$ cat src/rtl/lgts_pkg.sv
// Shared constants, types and helpers for the topic sampler.
package lgts_pkg;

    localparam int TOPICS_DEF = 64;
    localparam int WORDS_DEF  = 1024;
    localparam int DOCS_DEF   = 256;

    localparam logic [2:0] OP_WR_WEIGHT = 3'd0;
    localparam logic [2:0] OP_WR_PRIOR  = 3'd1;
    localparam logic [2:0] OP_ADD       = 3'd2;
    localparam logic [2:0] OP_RESAMPLE  = 3'd3;
    localparam logic [2:0] OP_READ      = 3'd4;

    localparam logic CFG_BETA  = 1'b0;
    localparam logic CFG_VOCAB = 1'b1;

    localparam logic [31:0] BETA_RST  = 32'd6554;
    localparam logic [10:0] VOCAB_RST = 11'd1024;

    localparam logic [63:0] SCORE_MAX = 64'h00FF_FFFF_FFFF_FFFF;

    localparam int QW  = 49;
    localparam int VBW = 43;

    typedef struct packed {
        logic busy;
        logic done;
    } t_unit_sts;

    function automatic logic [31:0] sat_add32(logic [31:0] a, logic [15:0] b);
        logic [32:0] s;
        s = {1'b0, a} + {17'b0, b};
        return s[32] ? 32'hFFFF_FFFF : s[31:0];
    endfunction

    function automatic logic [31:0] sat_sub32(logic [31:0] a, logic [15:0] b);
        return ({16'b0, b} > a) ? 32'd0 : a - {16'b0, b};
    endfunction

endpackage

$ cat src/rtl/lgts_mul.sv
// Shared 16 by 64 bit multiply-accumulate unit, one digit of the multiplier per cycle.
module lgts_mul (
    input  logic                 i_clk,
    input  logic                 i_rst_n,
    input  logic                 i_start,
    input  logic [63:0]          i_x,
    input  logic [63:0]          i_y,
    input  logic [1:0]           i_last_dig,
    output logic [127:0]         o_prod,
    output lgts_pkg::t_unit_sts  o_sts
);
    import lgts_pkg::*;

    logic [127:0] r_acc;
    logic [63:0]  r_x;
    logic [63:0]  r_y;
    logic [1:0]   r_dig;
    logic [1:0]   r_last;
    logic         r_busy;
    logic         r_done;
    logic [79:0]  w_part;
    logic [127:0] w_term;

    assign w_part = 80'(r_x) * 80'(r_y[15:0]);
    assign w_term = 128'(w_part) << {r_dig, 4'b0};

    always_ff @(posedge i_clk) begin
        if (!i_rst_n) begin
            r_busy <= 1'b0;
            r_done <= 1'b0;
        end else begin
            r_done <= !i_start && r_busy && (r_dig == r_last);
            if (i_start) begin
                r_acc  <= '0;
                r_x    <= i_x;
                r_y    <= i_y;
                r_dig  <= 2'd0;
                r_last <= i_last_dig;
                r_busy <= 1'b1;
            end else if (r_busy) begin
                r_acc <= r_acc + w_term;
                r_y   <= r_y >> 16;
                if (r_dig == r_last) begin
                    r_busy <= 1'b0;
                end else begin
                    r_dig <= r_dig + 2'd1;
                end
            end
        end
    end

    assign o_prod = r_acc;
    assign o_sts  = '{busy: r_busy, done: r_done};

endmodule

$ cat config.mk
export PLATFORM = sky130hd
export DESIGN_NAME = lgts_mul
export DESIGN_NICKNAME = d
export VERILOG_FILES = /design/src/rtl/lgts_pkg.sv /design/src/rtl/lgts_mul.sv
export SDC_FILE = /design/constraint.sdc
export NUM_CORES = 2
export LEC_CHECK = 0
export ABC_AREA = 1
export BUFFER_PORTS_ARGS = -buffer_cell sky130_fd_sc_hd__buf_2
export CAP_MARGIN = 20
export CORE_ASPECT_RATIO = 1.4
export CORE_MARGIN = 2
export CORE_UTILIZATION = 47
export CTS_CLUSTER_DIAMETER = 120
export CTS_CLUSTER_SIZE = 12
export DETAILED_ROUTE_END_ITERATION = 8
export HOLD_SLACK_MARGIN = 0.02
export PLACE_DENSITY = 0.66
export SLEW_MARGIN = 20
export SYNTH_ARGS = -nofsm -noshare
export SYNTH_HDL_FRONTEND = slang
export SYNTH_SLANG_ARGS = --single-unit
$ cat constraint.sdc
create_clock -name i_clk -period 10.6 [get_ports i_clk]
set_input_delay 2.12 -clock i_clk [delete_from_list [all_inputs] [get_ports i_clk]]
set_output_delay 2.12 -clock i_clk [all_outputs]
set_load 0.02 [all_outputs]
==> impl_metrics.yaml <==
floorplan:
  io_pins: 263
  coreArea_um2: 117800
  initial_core_util_pct: 47.35
  die_y_um: 411.7
  die_x_um: 295.2
  die_area_um2: 121500
  rows: 149
sta:
  relSlewSlack_pct: 31.37
  hold_slack_ns: 0.5026
  hold_viol_final: 0
  timing.fmax_mhz: 95.80
  rsz0062_at_grt: "false"
  setup_violations: 0
  slew_violations: 0
  final.min_clock_period_ns: 10.44
  worstMarginPinSlew_ns: 1.030
  clock_skew_ns: 0.05047
  min_period_over_period_pct: 98.48
  setup_tns_ns: 0
synthesis:
  synth_area_leaders: "fa_1, edfxtp_1, nand2_1, inv_1, ha_1"
  syn_area_um2: 55790
  synth.cells.most_frequent: "nand2_1, inv_1, fa_1, nor2_1, a21oi_1"
  netlist.area_leader.share_pct: 31.11
  yosys_register_bits: 262
  yosysWarnings: 0
  synth_top_flop_cell: "edfxtp_1"
  synthArstFlopShare_pct: 0
  synth_largest_area_cell: "fa_1"
  synth_nets: 9148
  synthCells: 7869
  ys_types: 55
  avgSynthCellArea_um2: 7.090
  ys_seq_area_share_pct: 14.07
  synth_edf_count: 260
  yosysMostFrequentCell: "nand2_1"
clock_network:
  clock_latency_ns: 0.70
  clk_path_buf_depth: 3
  h-tree-depth: 1
  cts_tree: "yes"
  clkTransAtPathRegs_ns: 0.08
  post_cts_resized: 0
  cts_setup_buffers: 0
  cts_hold_buf: 0
  clockRootBuffer: "clkbuf_16"
  clock_sinks: 262
  cts_made_buffers: 27
status:
  status: "finished, final reports clean"
critical_path:
  path_class: "reg2reg"
  critPathMaxStageDelay_ns: 0.58
  cpMostUsedCell: "nand2_1"
  path_buf_inv: 12
  cpLargestDelayFamily: "adder cells"
  critPathLaunchType: "flop"
  cp.required_ns: 11.04
  cp.arrival_ns: 10.88
  end_kind: "flop"
  cp_slowest_cell: "fa_1"
  critPathMaxFanout: 33
global_routing:
  grt_max_degree: 91
  grt_usage_pct: 40.08
  grt_pass1_vias: 55504
  gr-total-overflow: 0
  grt_pass1_wl_mm: 352.6
  grt_antenna_before_repair: 11
place:
  dp_hpwl_mm: 199.1
  io_buffer_count: 262
  gp_congestion: 1.082
layout:
  drive_gt1_share_pct: 7.388
  final_nets: 9293
  syn_to_final_growth_pct: 7.789
routing:
  first_pass_iters: 6
  vias: 53033
  wl_per_cell_um: 25.09
  vias_per_cell: 5.515
  drt-initial-drc-count: 4814
  routed_wl_mm: 241.3
  drc: 0
  postRouteAntennaNets: 0
hold_path:
  hold_class: "reg2reg"
run:
  drv_cap: 0
[cells by family (layout without fill, tap and decap cells)]
group / count (synthesis) / in the layout / synth area share [%]
and+or+nand+nor: 3286 / 3286 / 23.80
xor gates and xnor gates: 37 / 37 / 0.5809
adders and majority gates: 1146 / 1146 / 37.37
muxes: 1 / 1 / 0.01794
buffers and inverters: 2152 / 2310 / 14.51
AOI/OAI and AO/OA: 985 / 985 / 9.657
other: 0 / 5 / 0
DFF: 262 / 262 / 14.07
[worst paths after layout]
kind              cells past startpoint  slack (ns)           to     from
setup / recovery                     43        0.16  o_prod[112]  r_y[10]
hold / removal                        2        0.50       r_y[0]  r_y[16]
setup reg to reg                     43        0.16  o_prod[112]  r_y[10]
hold reg to reg                       2        0.50       r_y[0]  r_y[16]
[worst min-delay path: cells and delay by family (launching register included)]
| family | cells | cell delay (ns) |
|---|---|---|
| and+or+nand+nor | 2 | 0.10 |
| DFF | 1 | 0.32 |
[final cells by class]
class,instances,area [µm²]
clock buffers,38,726.9
multi-input cells,5455,39870
repair buffers,422,2711
diodes,5,12.51
fillers,12033,57690
well taps,1585,1983
inverters,1846,6933
clock inverters,4,48.80
flip-flops and latches,262,7848
[metrics by stage]
step | area (µm²) | setup slack [ns] | cells | utilization (%)
final | 60130 | 0.1616 | 9617 | 51.04
after global routing | 60120 | 0.01886 | 9613 | 51.03
after CTS | 60100 | 0.3367 | 9612 | 51.00
after detailed placement | 59320 | 0.3967 | 9570 | 50.35
after global placement | 59320 | 0.3316 | 9570 | 50.35
after floorplan | 55790 | 3.133 | 7869 | -
[sequential cells by signal (all words and copies together), names as in the netlist]
signal,count
o_prod,128
r_dig,2
r_busy,1
r_last,2
r_x,64
r_y,64
r_done,1
[layout by cell type, fill, tap and decap left out, types with 7 or more instances in the layout]
cell type  netlist  layout
a21oi_1        481     480
nand2_2         17      17
xnor2_1         20      20
inv_1         1823    1819
buf_4            2     142
edfxtp_1       260     260
o21a_1          36      36
nor2_1         729     728
clkbuf_16        0      27
buf_2            6     262
inv_2           23      25
xor2_1          17      17
or2_1            8       8
nand2_1       2073    2072
buf_12           0      15
o21ai_2          7       7
o21ai_0        331     331
nand3_1        285     285
clkbuf_1       263      10
nand3_2         10      10
a21boi_0        13      13
nand4_1         31      31
o21ai_1         22      22
fa_1           867     867
nor4_1          11      11
a21oi_2          7       8
a21o_1          32      32
ha_1           279     279
nor2_2          32      33
nor3_1          48      48
o21bai_1        32      32
[metal layers]
layer | routed length [µm] | global-route usage [%]
met4 | 23990 | 31.91
met2 | 116700 | 68.65
met3 | 15580 | 5.163
met1 | 84970 | 44.82
met5 | 37 | 0
Power is left out: the tool's default activity adds up to more than one toggle a clock period on the data nets, which glitch-free logic cannot reach.
