**src/rtl/lgts_pkg.sv**
```systemverilog
// Shared constants, types and helpers for the topic sampler.
package lgts_pkg;

    localparam int TOPICS_DEF = 64;
    localparam int WORDS_DEF  = 1024;
    localparam int DOCS_DEF   = 256;

    localparam logic [2:0] OP_WR_WEIGHT = 3'd0;
    localparam logic [2:0] OP_WR_PRIOR  = 3'd1;
    localparam logic [2:0] OP_ADD       = 3'd2;
    localparam logic [2:0] OP_RESAMPLE  = 3'd3;
    localparam logic [2:0] OP_READ      = 3'd4;

    localparam logic CFG_BETA  = 1'b0;
    localparam logic CFG_VOCAB = 1'b1;

    localparam logic [31:0] BETA_RST  = 32'd6554;
    localparam logic [10:0] VOCAB_RST = 11'd1024;

    localparam logic [63:0] SCORE_MAX = 64'h00FF_FFFF_FFFF_FFFF;

    localparam int QW  = 49;
    localparam int VBW = 43;

    typedef struct packed {
        logic busy;
        logic done;
    } t_unit_sts;

    function automatic logic [31:0] sat_add32(logic [31:0] a, logic [15:0] b);
        logic [32:0] s;
        s = {1'b0, a} + {17'b0, b};
        return s[32] ? 32'hFFFF_FFFF : s[31:0];
    endfunction

    function automatic logic [31:0] sat_sub32(logic [31:0] a, logic [15:0] b);
        return ({16'b0, b} > a) ? 32'd0 : a - {16'b0, b};
    endfunction

endpackage

```
**src/rtl/lgts_div.sv**
```systemverilog
// Restoring divider, one quotient bit per cycle, saturating when the quotient overflows.
module lgts_div (
    input  logic                 i_clk,
    input  logic                 i_rst_n,
    input  logic                 i_start,
    input  logic [63:0]          i_hi,
    input  logic [63:0]          i_lo,
    input  logic [lgts_pkg::QW-1:0] i_den,
    output logic [63:0]          o_quo,
    output lgts_pkg::t_unit_sts  o_sts
);
    import lgts_pkg::*;

    logic [QW:0]   r_rem;
    logic [63:0]   r_lo;
    logic [63:0]   r_q;
    logic [QW-1:0] r_den;
    logic [5:0]    r_cnt;
    logic          r_busy;
    logic          r_done;
    logic [QW+1:0] w_trial;
    logic          w_ge;

    assign w_trial = {r_rem, r_lo[63]};
    assign w_ge    = w_trial >= {2'b0, r_den};

    always_ff @(posedge i_clk) begin
        if (!i_rst_n) begin
            r_busy <= 1'b0;
            r_done <= 1'b0;
        end else begin
            r_done <= i_start ? (i_hi >= 64'(i_den)) : (r_busy && r_cnt == 6'd63);
            if (i_start) begin
                if (i_hi >= 64'(i_den)) begin
                    r_q    <= '1;
                end else begin
                    r_rem  <= (QW+1)'(i_hi);
                    r_lo   <= i_lo;
                    r_den  <= i_den;
                    r_cnt  <= 6'd0;
                    r_busy <= 1'b1;
                end
            end else if (r_busy) begin
                r_rem <= w_ge ? (QW+1)'(w_trial - {2'b0, r_den}) : w_trial[QW:0];
                r_lo  <= r_lo << 1;
                r_q   <= {r_q[62:0], w_ge};
                r_cnt <= r_cnt + 6'd1;
                if (r_cnt == 6'd63) begin
                    r_busy <= 1'b0;
                end
            end
        end
    end

    assign o_quo = r_q;
    assign o_sts = '{busy: r_busy, done: r_done};

endmodule

```
**config.mk**
```make
export PLATFORM = sky130hd
export DESIGN_NAME = lgts_div
export DESIGN_NICKNAME = d
export VERILOG_FILES = /design/src/rtl/lgts_pkg.sv /design/src/rtl/lgts_div.sv
export SDC_FILE = /design/constraint.sdc
export NUM_CORES = 1
export LEC_CHECK = 0
export BUFFER_PORTS_ARGS = -buffer_cell sky130_fd_sc_hd__buf_2
export CAP_MARGIN = 5
export CORE_UTILIZATION = 57
export DETAILED_ROUTE_END_ITERATION = 10
export PLACE_DENSITY = 0.86
export SLEW_MARGIN = 20
export SYNTH_ARGS = -nofsm -noshare
export SYNTH_HDL_FRONTEND = slang
export SYNTH_SLANG_ARGS = --single-unit
```
**constraint.sdc**
```tcl
create_clock -name i_clk -period 14.82 [get_ports i_clk]
set_input_delay 1.482 -clock i_clk [delete_from_list [all_inputs] [get_ports i_clk]]
set_output_delay 1.482 -clock i_clk [all_outputs]
set_load 0.1 [all_outputs]
```
==> impl_metrics.ini <==
[outcome]
run_status = complete, no violations

[placed_design]
gp_congestion = 0.935
place_inst = 1734
dpl_cell_area_um2 = 15300
portBuffers = 245
place_hpwl_um = 24500

[hold_path]
holdPathEnd = o_quo[31]
hp-class = reg -> reg
hp-start = o_quo[30]
hold-path-cell-count = 1

[route]
firstDrtPassIters = 5
drc = 0
wl_per_cell_um = 19.4
postRouteWirelength_um = 34600
vias = 10394
drtAntennaViolNets = 0
via_per_inst = 5.84
drt-initial-drc-count = 771

[yosys]
synth_cell_types = 72
synth-edff-count = 233
ys_async_sr_fraction_pct = 0
yosys_warnings = 0
netlist_instances = 1215
syn_nets = 1495
avgSynthCellArea_um2 = 11.4
synth-seq-cells = 235
ys_seq_area_share_pct = 50.9
syn_area_um2 = 13800
synth_ff_type = edfxtp_1

[layout]
drive_gt1_share_pct = 30.1
antenna_cells = 0
fill_cells = 1706
fin_area_um2 = 16100
syn2layout_area_growth_pct = 16.6
final_core_util_pct = 68.3
instances_no_fill = 1780
num-nets-final = 1722

[clocking]
clk_pin_slew_ps = 60
cts_hold_buffers = 0
cts_max_path_buffers = 3
cts_resized = 0
cts_tree = built
postCtsSetupBuffers = 0
cts_made_buffers = 25
cts_root_buffer = clkbuf_16
clk_latency_ps = 550
cts.sinks = 235
ctsHtreeMaxLevel = 1

[setup_path]
reg2reg_from = r_rem[25]
cp.arrival_ps = 5760
start_kind = input port
slowest_delay_ps = 810
crit_family = compound AO/OA/AOI/OAI gates
path_max_fanout = 71
reg2regPathDepth = 12
r2r_setup_slack_ps = 10530
worst_setup_path_end_kind = flip-flop
cpMostUsedCell = a21o_1
cp.buffers_inverters = 3
required_ps = 14980
criticalPathCategory = in -> reg
cp_cell_sequence = buf_2 -> inv_1 -> ha_1 -> nand2b_1 -> a21o_1 -> a21o_1 -> a21oi_1 -> o211ai_1 -> a221oi_1 -> o21a_1 -> nor2_1 -> o311ai_1 -> a32o_4 -> buf_4
cp_slowest_cell = buf_4
r2r_end = r_rem[40]
cp.depth = 14

[sta]
finalMaxSlewViolations = 0
final.setup.tns_ps = 0
setup_viol = 0
fin_crit_sh_pct = 37.8
hold_violations = 0
holdWs_ps = 527
rsz0062_at_grt = no
worst_pin_slew_ps = 933
slew-limit-headroom_pct = 37.8
max_clock_freq_mhz = 179
final.min_clock_period_ps = 5600
clock_skew_ps = 18.2

[power_and_ir_drop]
p_leak_nw = 6.85
vdd_ir_drop_max_uv = 120
p_per_area_nw_per_um2 = 95.5

[floorplanning]
std_cell_rows = 56
die_h_um = 158
fp.dieW_um = 158
die_area_um2 = 24900
initial_core_util_pct = 58.5
core_um2 = 23600
io_pins = 246

[global_route]
grt_pass1_vias = 10556
grt_pass1_wl_um = 53400
grtUsageTotal_pct = 27.8
grt_max_degree = 96
antenna_found_initial = 2
grt-ovfl-total = 0

[job]
maxCapViolCount = 0
-- state kept, by name, indices dropped and copies added (netlist names) --
signal  cells
o_quo      64
r_lo       64
r_rem      50
r_den      49
r_cnt       6
r_busy      1
r_done      1
-- cell usage after synthesis, types with 7 or more instances --
cell type | number | area (um^2)
mux2i_1 | 45 | 450
buf_6 | 7 | 78.8
a31oi_1 | 11 | 68.8
nor3_1 | 10 | 50.1
a21o_1 | 41 | 308
nand3_1 | 25 | 125
xor2_1 | 21 | 184
mux2_2 | 64 | 721
nor2b_1 | 11 | 68.8
or2_2 | 64 | 400
buf_1 | 7 | 26.3
nor2_1 | 72 | 270
ha_1 | 99 | 1240
o21ai_0 | 34 | 170
a21oi_1 | 109 | 546
o21bai_1 | 11 | 82.6
inv_1 | 111 | 417
nor4_1 | 7 | 43.8
edfxtp_1 | 233 | 7000
nand4_1 | 21 | 131
clkbuf_1 | 33 | 124
nand2_1 | 54 | 203
xnor2_1 | 27 | 236
-- final cells by class --
cell class	instances	area, um^2	share of cell area, %
clock buffers	25	626	3.88
clock inverters	21	220	1.37
inverters	111	417	2.58
multi-input cells	817	6140	38.1
flip-flops and latches	235	7040	43.7
well taps	319	399	2.48
repair buffers	252	1280	7.95
-- power breakdown --
group	leakage (nW)	internal, W	switching (W)	total, W
clock	0.413	0.000380	0.000279	0.000658
combinational	4.36	0.0000526	0.0000899	0.000142
sequential	2.07	0.000736	0.00000251	0.000738
total	6.85	0.00117	0.000371	0.00154
-- worst reg2reg max path: stages, from the launching register on --
cell	delay, ps
edfxtp_1	420
ha_1	470
and2_4	230
nand3_2	130
a211oi_2	300
a21boi_1	190
a31oi_1	70
and3_4	230
o211ai_4	260
a211o_2	690
buf_4	560
mux2i_1	330
a21oi_1	110
-- cells by family after synthesis --
family          count (synthesis)  share of synthesized area [%]
mux                           109                           8.47
compound gates                266                           12.6
simple gates                  294                           11.0
xor+xnor                       48                           3.04
flops                         235                           50.9
fa+ha+maj                     100                           9.11
buf+inv                       163                           4.92
-- per-layer routing --
metal / vias to the layer above / share of wire, % / track usage, %
li1: 4911 / - / -
met1: 5001 / 40 / 33.5
met2: 413 / 51 / 49.6
met3: 65 / 7.2 / 5.78
met4: 4 / 2.6 / 8.65
met5: - / 0.052 / 0
-- metrics by stage --
stage,power (W),setup WS (ps)
after CTS,0.00155,8880
after global routing,0.00158,8930
after detailed placement,0.000892,8360
after global placement,0.000886,8490
after floorplan,0.000844,3180
final,0.00154,9220
-- worst max-delay path by stage --
| stage | start | to | slack [ps] |
|---|---|---|---|
| after global placement | i_hi[0] | r_lo[23] | 8490 |
| after CTS | i_hi[0] | r_lo[27] | 8880 |
| after global routing | i_hi[0] | r_lo[20] | 8930 |
| after detailed placement | i_hi[0] | r_lo[18] | 8360 |
| after floorplan | i_hi[0] | r_den[0] | 3180 |
| final | i_hi[0] | r_lo[27] | 9220 |
-- cell usage in the layout, fill, tap and decap left out, drive strengths merged, types with 14 or more instances in the layout --
cell type | synthesis | layout
clkbuf | 33 | 25
inv | 111 | 112
o21ai | 36 | 36
clkinv | 0 | 14
nand3 | 26 | 26
or2 | 65 | 65
a21o | 41 | 41
xor2 | 21 | 21
nand2 | 54 | 54
ha | 99 | 99
edfxtp | 233 | 233
xnor2 | 27 | 27
mux2 | 64 | 64
mux2i | 45 | 45
buf | 19 | 252
nand4 | 21 | 21
a21oi | 110 | 110
nor2 | 72 | 72
No activity file was read; power rests on OpenSTA's default activity.
